==> src/hw/rtl/fsc_pkg.sv <==
// Shared types, codes and letter helpers for the four-square cipher stream.
package fsc_pkg;

    // Square geometry and alphabet
    localparam int SIDE       = 5;
    localparam int CELLS      = 25;
    localparam int IDX_W      = 5;
    localparam logic [IDX_W-1:0] PAD_IDX = 5'd22;   // index of 'x' (no q)

    // Queue sizes
    localparam int CMD_DEPTH  = 4;
    localparam int CMD_AW     = 2;
    localparam int OUT_DEPTH  = 4;
    localparam int OUT_AW     = 2;
    localparam int CNT_W      = 3;

    // Input item kinds
    localparam logic [2:0] KIND_MSG    = 3'd0;
    localparam logic [2:0] KIND_EOM    = 3'd1;
    localparam logic [2:0] KIND_BEGIN  = 3'd2;
    localparam logic [2:0] KIND_KEY1   = 3'd3;
    localparam logic [2:0] KIND_KEY2   = 3'd4;
    localparam logic [2:0] KIND_FINISH = 3'd5;

    // Command codes from front to back
    localparam logic [2:0] OP_PAIR   = 3'd0;
    localparam logic [2:0] OP_EOM    = 3'd1;
    localparam logic [2:0] OP_BEGIN  = 3'd2;
    localparam logic [2:0] OP_KEY1   = 3'd3;
    localparam logic [2:0] OP_KEY2   = 3'd4;
    localparam logic [2:0] OP_FINISH = 3'd5;

    typedef struct packed {
        logic [2:0] item_kind;
        logic [7:0] byte_value;
    } t_in_item;

    typedef struct packed {
        logic [7:0] out_letter;
        logic       letter_valid;
        logic       last_of_message;
        logic       status;
    } t_out_item;

    typedef struct packed {
        logic [2:0]       op;
        logic [IDX_W-1:0] a;
        logic [IDX_W-1:0] b;
        logic             last;
        logic             status;
        logic             decrypt;
    } t_cmd;

    typedef struct packed {
        logic fill_busy;
        logic cmd_pop;
    } t_back_stat;

    // Letter index of a lowercase byte other than q; valid flag in the top bit
    function automatic logic [IDX_W:0] letter_index(input logic [7:0] c);
        logic [7:0] d;
        d = c - 8'h61;
        if (c < 8'h61 || c > 8'h7a || c == 8'h71) begin
            return '0;
        end
        if (c < 8'h71) begin
            return {1'b1, d[IDX_W-1:0]};
        end
        return {1'b1, IDX_W'(d - 8'd1)};
    endfunction

    // ASCII letter of an alphabet index
    function automatic logic [7:0] alpha_char(input logic [IDX_W-1:0] idx);
        if (idx < 5'd16) begin
            return 8'h61 + {3'b000, idx};
        end
        return 8'h62 + {3'b000, idx};
    endfunction

    // Row of a square position, by comparison against the row starts
    function automatic logic [2:0] row_of(input logic [IDX_W-1:0] v);
        if (v >= 5'd20) begin
            return 3'd4;
        end
        if (v >= 5'd15) begin
            return 3'd3;
        end
        if (v >= 5'd10) begin
            return 3'd2;
        end
        if (v >= 5'd5) begin
            return 3'd1;
        end
        return 3'd0;
    endfunction

    // Column: position less five times its row
    function automatic logic [2:0] col_of(input logic [IDX_W-1:0] v);
        logic [2:0] r;
        r = row_of(v);
        return 3'(v - {r, 2'b00} - {2'b00, r});
    endfunction

    // Square position from row and column
    function automatic logic [IDX_W-1:0] pos_of(input logic [2:0] r, input logic [2:0] c);
        return IDX_W'({r, 2'b00} + {2'b00, r} + {2'b00, c});
    endfunction

endpackage

==> src/hw/rtl/fsc_front.sv <==
// Front end: cleans and classifies input items, pairs message letters, holds the mode.
module fsc_front (
    input  logic             i_clk,
    input  logic             i_rst_n,
    input  logic             i_accept,
    input  fsc_pkg::t_in_item i_item,
    input  logic             i_cfg_we,
    input  logic             i_cfg_data,
    output logic             o_cmd_push,
    output fsc_pkg::t_cmd    o_cmd
);

    logic                        r_decrypt;
    logic                        r_held_valid;
    logic [fsc_pkg::IDX_W-1:0]   r_held_letter;
    logic                        n_held_valid;
    logic [fsc_pkg::IDX_W-1:0]   n_held_letter;
    logic [7:0]                  msg_byte;
    logic [fsc_pkg::IDX_W:0]     msg_li;
    logic [fsc_pkg::IDX_W:0]     key_li;

    // Lowercase message bytes before lookup
    always_comb begin
        msg_byte = i_item.byte_value;
        if (msg_byte >= 8'h41 && msg_byte <= 8'h5a) begin
            msg_byte = msg_byte + 8'h20;
        end
        msg_li = fsc_pkg::letter_index(msg_byte);
        key_li = fsc_pkg::letter_index(i_item.byte_value);
    end

    // Classify the item into a back-end request
    always_comb begin
        o_cmd_push    = 1'b0;
        o_cmd         = '0;
        o_cmd.decrypt = r_decrypt;
        n_held_valid  = r_held_valid;
        n_held_letter = r_held_letter;
        unique case (i_item.item_kind)
            fsc_pkg::KIND_MSG: begin
                if (msg_li[fsc_pkg::IDX_W]) begin
                    if (!r_held_valid) begin
                        n_held_valid  = 1'b1;
                        n_held_letter = msg_li[fsc_pkg::IDX_W-1:0];
                    end else begin
                        n_held_valid = 1'b0;
                        o_cmd_push   = 1'b1;
                        o_cmd.op     = fsc_pkg::OP_PAIR;
                        o_cmd.a      = r_held_letter;
                        o_cmd.b      = msg_li[fsc_pkg::IDX_W-1:0];
                    end
                end
            end
            fsc_pkg::KIND_EOM: begin
                o_cmd_push   = 1'b1;
                n_held_valid = 1'b0;
                if (r_held_valid && !r_decrypt) begin
                    // odd letter padded with x
                    o_cmd.op   = fsc_pkg::OP_PAIR;
                    o_cmd.a    = r_held_letter;
                    o_cmd.b    = fsc_pkg::PAD_IDX;
                    o_cmd.last = 1'b1;
                end else begin
                    o_cmd.op     = fsc_pkg::OP_EOM;
                    o_cmd.status = r_held_valid;
                end
            end
            fsc_pkg::KIND_BEGIN: begin
                o_cmd_push    = 1'b1;
                o_cmd.op      = fsc_pkg::OP_BEGIN;
                n_held_valid  = 1'b0;
                n_held_letter = '0;
            end
            fsc_pkg::KIND_KEY1: begin
                o_cmd_push = key_li[fsc_pkg::IDX_W];
                o_cmd.op   = fsc_pkg::OP_KEY1;
                o_cmd.a    = key_li[fsc_pkg::IDX_W-1:0];
            end
            fsc_pkg::KIND_KEY2: begin
                o_cmd_push = key_li[fsc_pkg::IDX_W];
                o_cmd.op   = fsc_pkg::OP_KEY2;
                o_cmd.a    = key_li[fsc_pkg::IDX_W-1:0];
            end
            fsc_pkg::KIND_FINISH: begin
                o_cmd_push = 1'b1;
                o_cmd.op   = fsc_pkg::OP_FINISH;
            end
            default: begin
                o_cmd_push = 1'b0;
            end
        endcase
        if (!i_accept) begin
            o_cmd_push    = 1'b0;
            n_held_valid  = r_held_valid;
            n_held_letter = r_held_letter;
        end
    end

    // Mode register and held letter
    always_ff @(posedge i_clk) begin
        if (!i_rst_n) begin
            r_decrypt     <= 1'b0;
            r_held_valid  <= 1'b0;
            r_held_letter <= '0;
        end else begin
            if (i_cfg_we) begin
                r_decrypt <= i_cfg_data;
            end
            r_held_valid  <= n_held_valid;
            r_held_letter <= n_held_letter;
        end
    end

endmodule

==> src/hw/rtl/fsc_cmd_queue.sv <==
// Short request queue between the front and back ends.
module fsc_cmd_queue (
    input  logic          i_clk,
    input  logic          i_rst_n,
    input  logic          i_push,
    input  fsc_pkg::t_cmd i_cmd,
    input  logic          i_pop,
    output fsc_pkg::t_cmd o_head,
    output logic          o_empty,
    output logic          o_full
);

    fsc_pkg::t_cmd                 r_q [fsc_pkg::CMD_DEPTH];
    logic [fsc_pkg::CMD_AW-1:0]    r_wp;
    logic [fsc_pkg::CMD_AW-1:0]    r_rp;
    logic [fsc_pkg::CNT_W-1:0]     r_cnt;
    logic                          do_push;
    logic                          do_pop;

    assign o_empty = (r_cnt == '0);
    assign o_full  = (r_cnt == fsc_pkg::CNT_W'(fsc_pkg::CMD_DEPTH));
    assign o_head  = r_q[r_rp];
    assign do_push = i_push && !o_full;
    assign do_pop  = i_pop && !o_empty;

    // Pointers and fill level
    always_ff @(posedge i_clk) begin
        if (!i_rst_n) begin
            r_wp  <= '0;
            r_rp  <= '0;
            r_cnt <= '0;
        end else begin
            if (do_push) begin
                r_wp <= r_wp + 1'b1;
            end
            if (do_pop) begin
                r_rp <= r_rp + 1'b1;
            end
            r_cnt <= r_cnt + {{(fsc_pkg::CNT_W-1){1'b0}}, do_push}
                           - {{(fsc_pkg::CNT_W-1){1'b0}}, do_pop};
        end
    end

    // Entry storage
    always_ff @(posedge i_clk) begin
        if (do_push) begin
            r_q[r_wp] <= i_cmd;
        end
    end

endmodule

==> src/hw/rtl/fsc_back.sv <==
// Back end: keyed squares, fill sequencer, pair lookup and the result queue.
module fsc_back (
    input  logic                  i_clk,
    input  logic                  i_rst_n,
    input  fsc_pkg::t_cmd         i_head,
    input  logic                  i_q_empty,
    input  logic                  i_pop,
    output fsc_pkg::t_out_item    o_out_item,
    output logic                  o_empty,
    output fsc_pkg::t_back_stat   o_stat
);

    localparam int W = fsc_pkg::IDX_W;

    // Squares and inverse maps
    logic [W-1:0] r_sq1 [fsc_pkg::CELLS];
    logic [W-1:0] r_sq2 [fsc_pkg::CELLS];
    logic [W-1:0] r_wh1 [fsc_pkg::CELLS];
    logic [W-1:0] r_wh2 [fsc_pkg::CELLS];
    logic [fsc_pkg::CELLS-1:0] r_used1;
    logic [fsc_pkg::CELLS-1:0] r_used2;
    logic [W-1:0] r_pre1;
    logic [W-1:0] r_pre2;
    logic         r_fill_busy;
    logic [W-1:0] r_fill_li;

    // Result queue
    fsc_pkg::t_out_item             r_oq [fsc_pkg::OUT_DEPTH];
    logic [fsc_pkg::OUT_AW-1:0]     r_wp;
    logic [fsc_pkg::OUT_AW-1:0]     r_rp;
    logic [fsc_pkg::CNT_W-1:0]      r_cnt;

    logic [1:0]                 need;
    logic [fsc_pkg::CNT_W-1:0]  space;
    logic                       exec;
    logic [W-1:0]               p1;
    logic [W-1:0]               p2;
    logic [W-1:0]               r1_idx;
    logic [W-1:0]               r2_idx;
    logic                       place1_en;
    logic                       place2_en;
    logic [W-1:0]               place1_li;
    logic [W-1:0]               place2_li;
    logic                       do1;
    logic                       do2;
    logic                       clr;
    logic                       fill_start;
    logic                       wr0;
    logic                       wr1;
    logic                       rd;
    fsc_pkg::t_out_item         item0;
    fsc_pkg::t_out_item         item1;

    // Issue decision: a head request, no fill running, and room for every result it writes
    always_comb begin
        case (i_head.op)
            fsc_pkg::OP_PAIR: need = 2'd2;
            fsc_pkg::OP_EOM:  need = 2'd1;
            default:          need = 2'd0;
        endcase
        space = fsc_pkg::CNT_W'(fsc_pkg::OUT_DEPTH) - r_cnt;
        exec  = !i_q_empty && !r_fill_busy && ({1'b0, need} <= space);
    end

    // Pair lookup: square cells when encrypting, positions when decrypting
    always_comb begin
        if (i_head.decrypt) begin
            p1     = r_wh1[i_head.a];
            p2     = r_wh2[i_head.b];
            r1_idx = fsc_pkg::pos_of(fsc_pkg::row_of(p1), fsc_pkg::col_of(p2));
            r2_idx = fsc_pkg::pos_of(fsc_pkg::row_of(p2), fsc_pkg::col_of(p1));
        end else begin
            p1     = fsc_pkg::pos_of(fsc_pkg::row_of(i_head.a), fsc_pkg::col_of(i_head.b));
            p2     = fsc_pkg::pos_of(fsc_pkg::row_of(i_head.b), fsc_pkg::col_of(i_head.a));
            r1_idx = r_sq1[p1];
            r2_idx = r_sq2[p2];
        end
    end

    // Results written by the head request
    always_comb begin
        item0 = '0;
        item1 = '0;
        if (i_head.op == fsc_pkg::OP_PAIR) begin
            item0.out_letter   = fsc_pkg::alpha_char(r1_idx);
            item0.letter_valid = 1'b1;
        end else begin
            item0.last_of_message = 1'b1;
            item0.status          = i_head.status;
        end
        item1.out_letter      = fsc_pkg::alpha_char(r2_idx);
        item1.letter_valid    = 1'b1;
        item1.last_of_message = i_head.last;
        wr0 = exec && (i_head.op == fsc_pkg::OP_PAIR || i_head.op == fsc_pkg::OP_EOM);
        wr1 = exec && (i_head.op == fsc_pkg::OP_PAIR);
        rd  = i_pop && !o_empty;
    end

    // Letter placement from key bytes or the fill sweep
    always_comb begin
        place1_en  = r_fill_busy || (exec && i_head.op == fsc_pkg::OP_KEY1);
        place2_en  = r_fill_busy || (exec && i_head.op == fsc_pkg::OP_KEY2);
        place1_li  = r_fill_busy ? r_fill_li : i_head.a;
        place2_li  = r_fill_busy ? r_fill_li : i_head.a;
        do1        = place1_en && !r_used1[place1_li] && (r_pre1 < W'(fsc_pkg::CELLS));
        do2        = place2_en && !r_used2[place2_li] && (r_pre2 < W'(fsc_pkg::CELLS));
        clr        = exec && (i_head.op == fsc_pkg::OP_BEGIN);
        fill_start = exec && (i_head.op == fsc_pkg::OP_FINISH);
    end

    // Square contents, reset to plain order
    always_ff @(posedge i_clk) begin
        if (!i_rst_n) begin
            for (int i = 0; i < fsc_pkg::CELLS; i++) begin
                r_sq1[i] <= W'(i);
                r_sq2[i] <= W'(i);
                r_wh1[i] <= W'(i);
                r_wh2[i] <= W'(i);
            end
        end else begin
            if (do1) begin
                r_sq1[r_pre1]     <= place1_li;
                r_wh1[place1_li]  <= r_pre1;
            end
            if (do2) begin
                r_sq2[r_pre2]     <= place2_li;
                r_wh2[place2_li]  <= r_pre2;
            end
        end
    end

    // Key state and fill sequencer
    always_ff @(posedge i_clk) begin
        if (!i_rst_n) begin
            r_used1     <= '0;
            r_used2     <= '0;
            r_pre1      <= '0;
            r_pre2      <= '0;
            r_fill_busy <= 1'b0;
            r_fill_li   <= '0;
        end else begin
            if (clr) begin
                r_used1 <= '0;
                r_used2 <= '0;
                r_pre1  <= '0;
                r_pre2  <= '0;
            end
            if (do1) begin
                r_used1[place1_li] <= 1'b1;
                r_pre1             <= r_pre1 + 1'b1;
            end
            if (do2) begin
                r_used2[place2_li] <= 1'b1;
                r_pre2             <= r_pre2 + 1'b1;
            end
            if (fill_start) begin
                r_fill_busy <= 1'b1;
                r_fill_li   <= '0;
            end else if (r_fill_busy) begin
                r_fill_li <= r_fill_li + 1'b1;
                if (r_fill_li == W'(fsc_pkg::CELLS - 1)) begin
                    r_fill_busy <= 1'b0;
                end
            end
        end
    end

    // Result queue pointers
    always_ff @(posedge i_clk) begin
        if (!i_rst_n) begin
            r_wp  <= '0;
            r_rp  <= '0;
            r_cnt <= '0;
        end else begin
            r_wp  <= r_wp + fsc_pkg::OUT_AW'({wr1, wr0 && !wr1});
            if (rd) begin
                r_rp <= r_rp + 1'b1;
            end
            r_cnt <= r_cnt + {{(fsc_pkg::CNT_W-1){1'b0}}, wr0}
                           + {{(fsc_pkg::CNT_W-1){1'b0}}, wr1}
                           - {{(fsc_pkg::CNT_W-1){1'b0}}, rd};
        end
    end

    // Result queue entries
    always_ff @(posedge i_clk) begin
        if (wr0) begin
            r_oq[r_wp] <= item0;
        end
        if (wr1) begin
            r_oq[r_wp + 1'b1] <= item1;
        end
    end

    assign o_out_item       = r_oq[r_rp];
    assign o_empty          = (r_cnt == '0);
    assign o_stat.fill_busy = r_fill_busy;
    assign o_stat.cmd_pop   = exec;

endmodule

==> src/hw/rtl/four_square_cipher_stream.sv <==
// Top level of the four-square cipher stream: front end, request queue, back end.
//
//  channel  | direction | handshake        | payload
//  ---------+-----------+------------------+---------------------------
//  input    | in        | push / full      | i_in_item  (kind, byte)
//  result   | out       | empty / pop      | o_out_item (letter, flags)
//  config   | in        | i_cfg_we         | i_cfg_data (decrypt mode)
//
// One request is taken per cycle while the request queue has room; a message
// pair is queued, then issues and leaves two results once no fill runs and both fit.
// Finish keys holds the back end: it issues, then sweeps 25 fill letters into the squares.
// Reset is synchronous; both squares return to plain order at once.
// Stalls on the result side back up through the result and request queues.
module four_square_cipher_stream (
    input  logic                i_clk,
    input  logic                i_rst_n,
    input  logic                push,
    output logic                full,
    input  fsc_pkg::t_in_item   i_in_item,
    output logic                empty,
    input  logic                pop,
    output fsc_pkg::t_out_item  o_out_item,
    input  logic                i_cfg_we,
    input  logic                i_cfg_data
);

    logic                 cmd_push;
    fsc_pkg::t_cmd        cmd;
    fsc_pkg::t_cmd        head;
    logic                 q_empty;
    fsc_pkg::t_back_stat  stat;

    fsc_front u_front (
        .i_clk      (i_clk),
        .i_rst_n    (i_rst_n),
        .i_accept   (push && !full),
        .i_item     (i_in_item),
        .i_cfg_we   (i_cfg_we),
        .i_cfg_data (i_cfg_data),
        .o_cmd_push (cmd_push),
        .o_cmd      (cmd)
    );

    fsc_cmd_queue u_cmd_queue (
        .i_clk   (i_clk),
        .i_rst_n (i_rst_n),
        .i_push  (cmd_push),
        .i_cmd   (cmd),
        .i_pop   (stat.cmd_pop),
        .o_head  (head),
        .o_empty (q_empty),
        .o_full  (full)
    );

    fsc_back u_back (
        .i_clk      (i_clk),
        .i_rst_n    (i_rst_n),
        .i_head     (head),
        .i_q_empty  (q_empty),
        .i_pop      (pop),
        .o_out_item (o_out_item),
        .o_empty    (empty),
        .o_stat     (stat)
    );

`ifndef SYNTHESIS
    // No request leaves the queue while the fill sweep runs
    a_no_issue_in_fill: assert property (@(posedge i_clk) disable iff (!i_rst_n)
        stat.fill_busy |-> !stat.cmd_pop)
        else $error("request issued during square fill");

    // A result without a letter always closes a message
    a_blank_is_last: assert property (@(posedge i_clk) disable iff (!i_rst_n)
        (!empty && !o_out_item.letter_valid) |->
            (o_out_item.last_of_message && o_out_item.out_letter == 8'h00))
        else $error("blank result not marked last");

    // The dropped-letter flag only rides on a blank closing result
    a_status_blank: assert property (@(posedge i_clk) disable iff (!i_rst_n)
        (!empty && o_out_item.status) |->
            (!o_out_item.letter_valid && o_out_item.last_of_message))
        else $error("status flag on a letter result");
`endif

endmodule

==> config.mk <==
export PLATFORM = sky130hd
export DESIGN_NAME = four_square_cipher_stream
export DESIGN_NICKNAME = d
export VERILOG_FILES = /design/src/hw/rtl/fsc_pkg.sv /design/src/hw/rtl/fsc_front.sv /design/src/hw/rtl/fsc_cmd_queue.sv /design/src/hw/rtl/fsc_back.sv /design/src/hw/rtl/four_square_cipher_stream.sv
export SDC_FILE = /design/constraint.sdc
export NUM_CORES = 1
export LEC_CHECK = 0
export ABC_AREA = 0
export BUFFER_PORTS_ARGS = -buffer_cell sky130_fd_sc_hd__buf_2
export CAP_MARGIN = 20
export CORE_ASPECT_RATIO = 1.75
export CORE_MARGIN = 5
export CORE_UTILIZATION = 45
export CTS_CLUSTER_DIAMETER = 50
export DETAILED_ROUTE_END_ITERATION = 7
export HOLD_SLACK_MARGIN = 0.05
export PLACE_DENSITY = 0.6
export REMOVE_ABC_BUFFERS = 1
export SKIP_CTS_REPAIR_TIMING = 1
export SYNTH_ARGS = -nofsm -noshare
export SYNTH_HDL_FRONTEND = slang
export SYNTH_HIERARCHICAL = 1
export SYNTH_SLANG_ARGS = --single-unit
==> constraint.sdc <==
create_clock -name i_clk -period 10.2 [get_ports i_clk]
set_input_delay 1.02 -clock i_clk [delete_from_list [all_inputs] [get_ports i_clk]]
set_output_delay 1.02 -clock i_clk [all_outputs]
set_load 0.02 [all_outputs]
### After elaboration in Yosys (flattened, before gate mapping)

Memory sizes are Yosys's and may differ from the RTL's. A register that Yosys moved wholly into a read port is not among the register bits.
Cells that the tools add are included.

| word-level totals | value |
|---|---|
| register bits after elaboration | 87 |
| bits in read-only memories | 0 |
| memories kept | 6 |
| RAM bits | 608 |
| input bits | 17 |
| logic and storage cells | 349 |
| output and inout bits | 13 |
| latch bits | 0 |

| cells by class | value |
|---|---|
| order comparisons | 31 |
| $mul | 0 |
| shift-type cells | 0 |
| muxes and demuxes | 186 |
| add/sub/neg operators | 39 |
| bitwise logic cells | 3 |
| div/mod/pow operators | 0 |
| reduce and logical (&&, ||, !) cells | 53 |
| equal/unequal tests | 16 |

Memories:

| name | words | bits a word | read ports | clocked after Yosys merged registers in | write ports | RTL line | source |
|---|---|---|---|---|---|---|---|
| u_back.r_sq1 | 25 | 5 | 1 | 0 | 25 | fsc_back.sv:16 | `logic [W-1:0] r_sq1 [fsc_pkg::CELLS];` |
| u_back.r_sq2 | 25 | 5 | 1 | 0 | 25 | fsc_back.sv:17 | `logic [W-1:0] r_sq2 [fsc_pkg::CELLS];` |
| u_back.r_wh1 | 25 | 5 | 1 | 0 | 25 | fsc_back.sv:18 | `logic [W-1:0] r_wh1 [fsc_pkg::CELLS];` |
| u_back.r_wh2 | 25 | 5 | 1 | 0 | 25 | fsc_back.sv:19 | `logic [W-1:0] r_wh2 [fsc_pkg::CELLS];` |
| u_cmd_queue.r_q | 4 | 16 | 1 | 1 | 1 | fsc_cmd_queue.sv:13 | `fsc_pkg::t_cmd r_q [fsc_pkg::CMD_DEPTH];` |
| u_back.r_oq | 4 | 11 | 1 | 1 | 2 | fsc_back.sv:28 | `fsc_pkg::t_out_item r_oq [fsc_pkg::OUT_DEPTH];` |

Operator list:

| operator | number |
|---|---|
| 2-to-1 mux 25 bit | 6 |
| 2-to-1 mux 3 bit | 36 |
| 2-to-1 mux 1 bit | 95 |
| 2-to-1 mux 5 bit | 16 |
| bitwise OR 25 bit | 2 |
| 2-to-1 mux 6 bit | 8 |
| adder 5 x 3 -> 5 bit | 8 |
| >= comparator 5 x 4 -> 1 bit, second input constant | 8 |
| 2-to-1 mux 8 bit | 5 |
| adder 7 x 5 -> 8 bit, first input constant | 4 |
| less-than comparator 8 x 7 -> 1 bit, second input constant | 4 |
| subtractor 3 bit | 8 |
| >= comparator 5 x 3 -> 1 bit, second input constant | 4 |
| >= comparator 5 bit, second input constant | 4 |
| logical AND 1 bit | 20 |
| less-than comparator 5 bit, second input constant | 4 |
| one-hot mux 5 bit (2 select lines) | 2 |
| OR reduction 5 bit | 4 |
| subtractor 5 x 1 -> 5 bit, second input constant | 4 |
| one-hot mux 3 bit (6 select lines) | 1 |
| equality test 8 x 7 -> 1 bit, second input constant | 2 |
| greater-than comparator 8 x 7 -> 1 bit, second input constant | 2 |
| adder 5 x 1 -> 5 bit, second input constant | 3 |
| equality test 3 bit, second input constant | 5 |
| 36 further kinds | 73 |

### Longest topological paths before layout

Gate-level depths: netlist (run 1).
An unclocked memory read counts as a cell.

| logic depth | value |
|---|---|
| depth in word-level cells | 27 |
| gate-level depth with buffers | 33 |
| depth with buffers taken out | 27 |

### Cells and area by module

The synthesis (run 1) kept the hierarchy.

Modules (own cells, without submodules):

| module | area each (um^2) | sequential area each (um^2) | cells an instance | times used |
|---|---|---|---|---|
| fsc_back | 35127.4 | 21961.1 | 2617 | 1 |
| fsc_cmd_queue | 2831.5 | 2102.0 | 135 | 1 |
| fsc_front | 1006.0 | 140.1 | 131 | 1 |
| four_square_cipher_stream | 13.8 | 0.0 | 1 | 1 |

### Worst setup path after synthesis (run 1)

OpenSTA, ideal clock, no wires.

| path | value |
|---|---|
| path type | flip-flop to flip-flop |
| start point | reg with a tool-made name |
| end point | mem u_back/r_oq[0][5] in the netlist's numbering, data pin |
| clock period less this slack | 6.995 ns |
| library setup time | 0.276 ns |
| arrival time | 6.720 ns |
| buffers on the path | 5 |
| required time | 9.924 ns |
| cell stages (with the launch flop) | 29 |
| setup slack | 3.205 ns |
| path through | dfxtp_1 buf_6 mux4_1 buf_6 buf_4 buf_2 o21ai_0 o21ai_0 a21oi_1 a21oi_1 ha_1 inv_1 ha_1 nor2_1 fa_1 xor2_1 xnor2_1 ha_1 inv_1 fa_1 xor2_1 clkbuf_1 mux2_2 mux4_2 mux2_2 ha_1 xor2_1 mux2i_1 o22ai_1 |

RTL lines:

| what | RTL line |
|---|---|
| end: declaration | fsc_back.sv:28 |

==> results of run 1 <==
## per-layer routing
metal,vias to the layer above,track usage [%]
li1,10600,-
met1,12300,23.9
met2,975,44.4
met3,278,2.92
met4,0,12.2
met5,-,0
## worst max-delay path, delay by kind of cell, from the launching register on
family / cells / cell delay [ns]
mux: 3 / 1.46
compound gates: 8 / 1.38
buf+inv: 4 / 0.88
simple gates: 3 / 0.74
flops: 1 / 0.78
xor+xnor: 3 / 0.65
fa+ha+maj: 6 / 1.89
## registers in the layout, indices dropped and copies added (netlist names), 2 cells and up, named ones only
name / flops
u_back/r_cnt: 3
u_back/r_fill_li: 5
u_back/r_oq: 44
u_back/r_pre1: 5
u_back/r_pre2: 5
u_back/r_rp: 2
u_back/r_sq1: 160
u_back/r_sq2: 160
u_back/r_used1: 25
u_back/r_used2: 25
u_back/r_wh1: 160
u_back/r_wh2: 160
u_back/r_wp: 2
u_cmd_queue/r_cnt: 3
u_cmd_queue/r_q: 64
u_cmd_queue/r_rp: 2
u_cmd_queue/r_wp: 2
u_front/r_held_letter: 5
## placed cells by master (no fill, tap or decap), drive strengths merged, types with 14 or more instances in the layout
cell	instances
dfxtp	99
mux2i	66
or2	14
xnor2	23
nor2b	20
a21o	15
ha	63
xor2	20
nand4	15
nand3	35
nand2	410
conb	40
edfxtp	740
nor3	21
inv	71
buf	91
and2	19
nand2b	14
clkbuf	97
o21ai	179
nor2	417
mux4	210
mux2	20
a21oi	24
clkinv	26
o22ai	38
## final cells by class
cell class	count	area, sq um	share of cell area, %
flip-flops and latches	839	24200	56.5
multi-input cells	1812	13700	32.1
clock buffers	97	2100	4.92
well taps	1152	1440	3.37
repair buffers	91	623	1.46
clock inverters	45	453	1.06
inverters	68	258	0.602
## worst min path at each step
stage,end,slack [ns],from
global placement,u_back/r_used1[17],0.43,u_back/r_used1[17]
floorplan,u_back/r_oq[3][2],0.42,u_back/r_oq[3][2]
finish,u_back/r_used1[16],0.45,u_back/r_used1[16]
global route,u_back/r_used1[24],0.48,u_back/r_used1[24]
CTS,u_back/r_used1[16],0.45,u_back/r_used1[16]
detailed placement,u_back/r_used1[22],0.44,u_back/r_used1[22]
## metrics by stage
step                      util (%)  setup slack, ns  hold WS [ns]  area (sq um)
final                         49.9             2.09         0.449         42800
after global routing          49.9             1.61         0.475         42800
after floorplan                  -             1.81         0.418         38200
after detailed placement      46.9             2.06         0.441         40200
after global placement        46.9             2.13         0.427         40200
after CTS                     49.9             1.99         0.451         42800
==> results by stage, run 1 <==
Clock tree:
- The clock tree synthesis step divided the H-tree into 3 levels.
- In this run the clock root is driven by a sky130_fd_sc_hd__clkbuf_16.
- The clock slew at the register clock pins of the worst setup and hold paths is 0.07 ns.
- No sink is reached through more buffers than the 3 on the longest clock path.
- The clock net in this run drives a total of 839 sinks.
- At the later pin of the worst-skew pair, clock insertion delay measures 0.65 ns.
- The TritonCTS clock tree is done.
- The total CTS buffers is 76.

Setup path:
- In this run the register-to-register setup slack is 2.09 ns.
- At the worst endpoint, the required time is 10.57 ns.
- Along the worst path, the maximum fanout reaches 31.
- The critical path ends at u_back/r_oq[3][6].
- The length in cells of the worst reg-to-reg path is 27.
- The worst setup path is launched from a register.
- STA classifies the critical path endpoint as a register.
- Data on the critical path arrives at its endpoint at 8.48 ns.
- The worst setup path is of the reg2reg kind.
- The delay of the slowest cell on the worst path is 0.78 ns.
- The cell with the biggest individual delay on the critical path is sky130_fd_sc_hd__dfxtp_1.
- The endpoint identified for the worst register-to-register timing path is u_back/r_oq[3][6].
- The most numerous cell type found on the critical path is sky130_fd_sc_hd__ha_1.

Layout:
- The post-synthesis to final-layout area growth is 9.83%.
- The net count of the finished layout is 2,979.
- The number of antenna diodes in the final layout is 0.
- The share of layout cells above drive strength 1 is 16.6%.
- The non-filler instance count after layout is 4,104.
- Counting the fill cells in the layout gives 7,254.

STA:
- After layout, the worst path uses 79.5% of the clock period.
- The worst-margin pin slew is 1.20 ns.
- The worst pin sits at a relative slew slack of 19.4%.
- The final critical path time including I/O delays and setup is 8.11 ns.
- The final-report hold violation count came to 0.
- Setup violations remaining at the end of the flow were counted as 0.
- The maximum clock skew at final layout is 0.0214 ns.
- The number of max-slew violations in the final report is 0.
- Static timing analysis puts the maximum clock frequency at 123 MHz.
- Adding up every negative setup slack in the final design gives 0 ns.
- Setup repair after global routing left no endpoint under its margin.

Logic synthesis:
- Yosys printed 6 warnings.
- Counting every instance in the synthesized netlist gives 2,883.
- A synthesized cell averages 13.5 sq um.
- In this run the cell area of the synthesized design comes to 39,000 sq um.

Global routing:
- Entering global routing, the biggest net connects 65 pins.
- The global-route wire length before repair is 159 mm.
- The via count of the first global-routing pass is 25.3k.
- After global routing the overflow that remains totals 0.
- The total global routing track utilization is 23.0%.
- The number of antenna violations at the first check in global routing came to 0.

Floorplanning:
- The region available for standard cell placement spans 85,800 sq um.
- Pin placement for this block handled 30 I/O pins.
- The total number of placement rows is 142.
- The overall die width is 232 microns.
- The starting density of the core is 45.4%.
- The die covers 92,800 sq um.
- The chip height is 399 microns.

Routing:
- The detailed router put a total of 34.9 mm of wire on met1.
- The uppermost signal routing layer after detailed routing is met4.
- Detailed routing inserted a total of 24.2k vias.
- The via density per instance is 5.90.
- The violation count after the first detailed-route iteration is 2,222.
- In the detailed route, the total length drawn on met2 is 60.3 mm.
- The met3 wirelength from detailed routing is 5.53 mm.
- The total detailed-routing wirelength is 107 mm.
- The number of iterations in the first detailed-routing pass is 5.
- The count of nets left with antenna violations once routing finished came out at 0.
- The count of unresolved DRC violations after routing is 0.
- Dividing the detail-routed wire length by the instance count gives 26.0 microns.

Worst hold path:
- The worst min-delay path class is reg2reg.
- The number of cells on the worst hold path is 2.

Placed design:
- After detailed placement, the design holds a cell count of 3,960.
- Port buffering added 29 buffers.
- Summed over all nets, the half-perimeter wirelength after detailed placement is 75.5 mm.
- Routability-driven placement finished with a final weighted congestion of 0.884.

Run status:
- The run finished with clean final reports.

Flow run:
- The count of maximum capacitance violations is 0.
Power of run 1 is left out: the tool's default activity adds up to more than one toggle a clock period on the data nets, which glitch-free logic cannot reach.
==> run 2: changes to the inputs <==
--- a/config.mk
+++ b/config.mk
@@ -5,7 +5,7 @@
 export SDC_FILE = /design/constraint.sdc
 export NUM_CORES = 1
 export LEC_CHECK = 0
-export ABC_AREA = 0
+export ABC_AREA = 1
 export BUFFER_PORTS_ARGS = -buffer_cell sky130_fd_sc_hd__buf_2
 export CAP_MARGIN = 20
 export CORE_ASPECT_RATIO = 1.75
@@ -14,7 +14,7 @@
 export CTS_CLUSTER_DIAMETER = 50
 export DETAILED_ROUTE_END_ITERATION = 7
 export HOLD_SLACK_MARGIN = 0.05
-export PLACE_DENSITY = 0.6
+export PLACE_DENSITY = 0.62
 export REMOVE_ABC_BUFFERS = 1
 export SKIP_CTS_REPAIR_TIMING = 1
 export SYNTH_ARGS = -nofsm -noshare
==> constraint.sdc (replaced) <==
create_clock -name i_clk -period 7.4 [get_ports i_clk]
set_input_delay 0.74 -clock i_clk [delete_from_list [all_inputs] [get_ports i_clk]]
set_output_delay 0.74 -clock i_clk [all_outputs]
set_load 0.02 [all_outputs]
==> results by stage, run 2 <==
Run status:
- The run finished with clean final reports.

STA:
- The part of the cycle the worst path needs is 93.4%.
- The number of max-slew violations in the final report is 0.
- Measured against its own limit, the worst slew margin works out to 23.5%.
- For the pin with the worst max-slew slack, the measured transition is 1.14 ns.
- Hold is met by 0.277 ns.
- The number of setup violations in the final report is 0.
- The clock arrives with 0.0343 ns of skew.
- Setup repair after global routing left no endpoint under its margin.
- The setup TNS after final layout is 0 ns.
- The final critical path time including I/O delays and setup is 6.91 ns.
- Timing would allow up to 145 MHz.
- The final-report hold violation count is 0.

Floorplanning:
- The die covers 96,300 sq um.
- The starting density of the core is 45.3%.
- The floorplan has 145 rows.
- The overall die width is 237 microns.
- The number of top-level design ports is 30.
- In this run the vertical extent of the chip is 407 microns.
- The floorplan step defined a core boundary enclosing 89,300 sq um.

Global routing:
- The number of antenna violations at the first check in global routing came to 0.
- The first global-routing pass estimated 178 mm of wire.
- Entering global routing, the biggest net connects 90 pins.
- Global routing used 24.2% of the available tracks across all layers.
- The via count of the first global-routing pass is 30.8k.
- The total overflow left after global routing is 0.

Setup path:
- STA puts the critical path data required time at 7.82 ns.
- The worst endpoint data arrival time is 7.34 ns.
- The worst setup path is launched from a register.
- STA classifies the critical path endpoint as a register.
- The type of the setup path with the least slack is reg2reg.
- The top fanout value on the critical path is 27.
- The cell repeated most along the worst path is sky130_fd_sc_hd__nand3_1.
- The largest single stage delay on the critical path is 0.57 ns.
- The cell with the biggest individual delay on the critical path is sky130_fd_sc_hd__o22ai_1.

Clock tree:
- Clock tree synthesis inserted a total of 79 buffers.
- The tree is rooted in a sky130_fd_sc_hd__clkbuf_16.
- The H-tree was split into 3 levels.
- The clock slew at the register clock pins of the worst setup and hold paths is 0.06 ns.
- The tree built by TritonCTS fans out to 839 sinks.
- The TritonCTS clock tree is done.
- The longest clock path from root to sink contains 3 buffers.
- At the later pin of the worst-skew pair, clock insertion delay measures 0.68 ns.

Layout:
- The number of antenna diodes is 0.
- The layout filler cell count is 8,327.
- The area used by multi-input combinational logic is 14,300 sq um.
- The count of nets after finishing is 4,456.
- The share of layout cells above drive strength 1 is 9.26%.
- The library cells used most frequently in the layout, excluding fill and tap cells, are sky130_fd_sc_hd__nand2_1 (1,065), sky130_fd_sc_hd__edfxtp_1 (740), sky130_fd_sc_hd__nor2_1 (689).
- After routing the design area is 44,700 sq um.
- Summing all flip-flop and latch instances after layout gives 24,200 sq um.
- The leading cell type in the layout, fill and taps excluded is sky130_fd_sc_hd__nand2_1.
- The non-filler instance count after layout is 5,605.
- The post-synthesis to final-layout area growth is 10.4%.

Routing:
- The via density per instance is 5.55.
- For this run, design rule violations remaining after detail routing come to 0.
- The detailed-routed wire length on met2 is 63.2 mm.
- The detailed-route via count is 31.1k.
- Summed over all layers, the routed wires come to 119 mm.
- The uppermost signal routing layer after detailed routing is met4.
- The post-route met1 wirelength is 41.0 mm.
- The remaining antenna violation count is 0.
- The violation count after the first detailed-route iteration is 2,481.
- The wire length per cell is 21.2 microns.
- After detailed routing, the met3 layer carries 6.00 mm of wire.
- The number of iterations in the first detailed-routing pass is 6.

Logic synthesis:
- The Yosys step of the flow raised 6 warnings.
- The cell area after synthesis is 40,500 sq um.
- The mean instance size in the synthesized netlist is 9.29 sq um.
- The cell count after synthesis is 4,357.

Placed design:
- In this run the cell area measured after placement is 42,100 sq um.
- The congestion estimate from routability-driven global placement came to 0.948.
- The HPWL after detailed placement is 83.1 mm.
- The count of port buffers added during placement is 29.
- The number of cells in the design after placement is 5,460.

Worst hold path:
- The worst hold path belongs to the class in2reg.

Flow run:
- The tool flagged a number of max-cap violations equal to 0.
[run 2: critical path: cells and delay by family (launching register included)]
family / cells / cell delay [ns]
AO/OA/AOI/OAI: 2 / 0.71
XOR/XNOR: 2 / 0.35
adder cells (fa/ha/maj): 6 / 1.93
buffers and inverters: 8 / 1.61
flip-flops: 1 / 0.37
AND/OR/NAND/NOR: 13 / 1.72
[run 2: stage by stage]
stage	util, %	setup slack [ns]
detailed placement	47.2	0.497
CTS	50.0	0.487
global route	50.0	0.00430
finish	50.0	0.489
global placement	47.2	0.609
floorplan	-	-2.93
[run 2: layer usage]
metal  global-route usage (%)  up-vias
li1                         -    14600
met5                        0        -
met1                     25.4    14900
met2                     45.5     1150
met4                     15.2        0
met3                     2.92      380
[run 2: worst paths after layout]
kind              slack (ns)              start  cells past startpoint           endpoint
setup / recovery        0.49           register                     31  u_back/r_oq[0][6]
setup reg to reg        0.49           register                     31  u_back/r_oq[0][6]
hold reg to reg         0.47  u_back/r_oq[2][0]                      2  u_back/r_oq[2][0]
hold / removal          0.28           i_cfg_we                      2  u_front/r_decrypt
[run 2: final cells by class]
type                            instances  area share, %
Sequential cell                       839           54.2
Inverter                              333           2.80
Timing Repair Buffer                  126           2.05
Tap cell                             1176           3.29
Clock inverter                         42          0.975
Clock buffer                          103           4.75
Multi-Input combinational cell       2986           31.9
Power of run 2 is left out for the same reason.
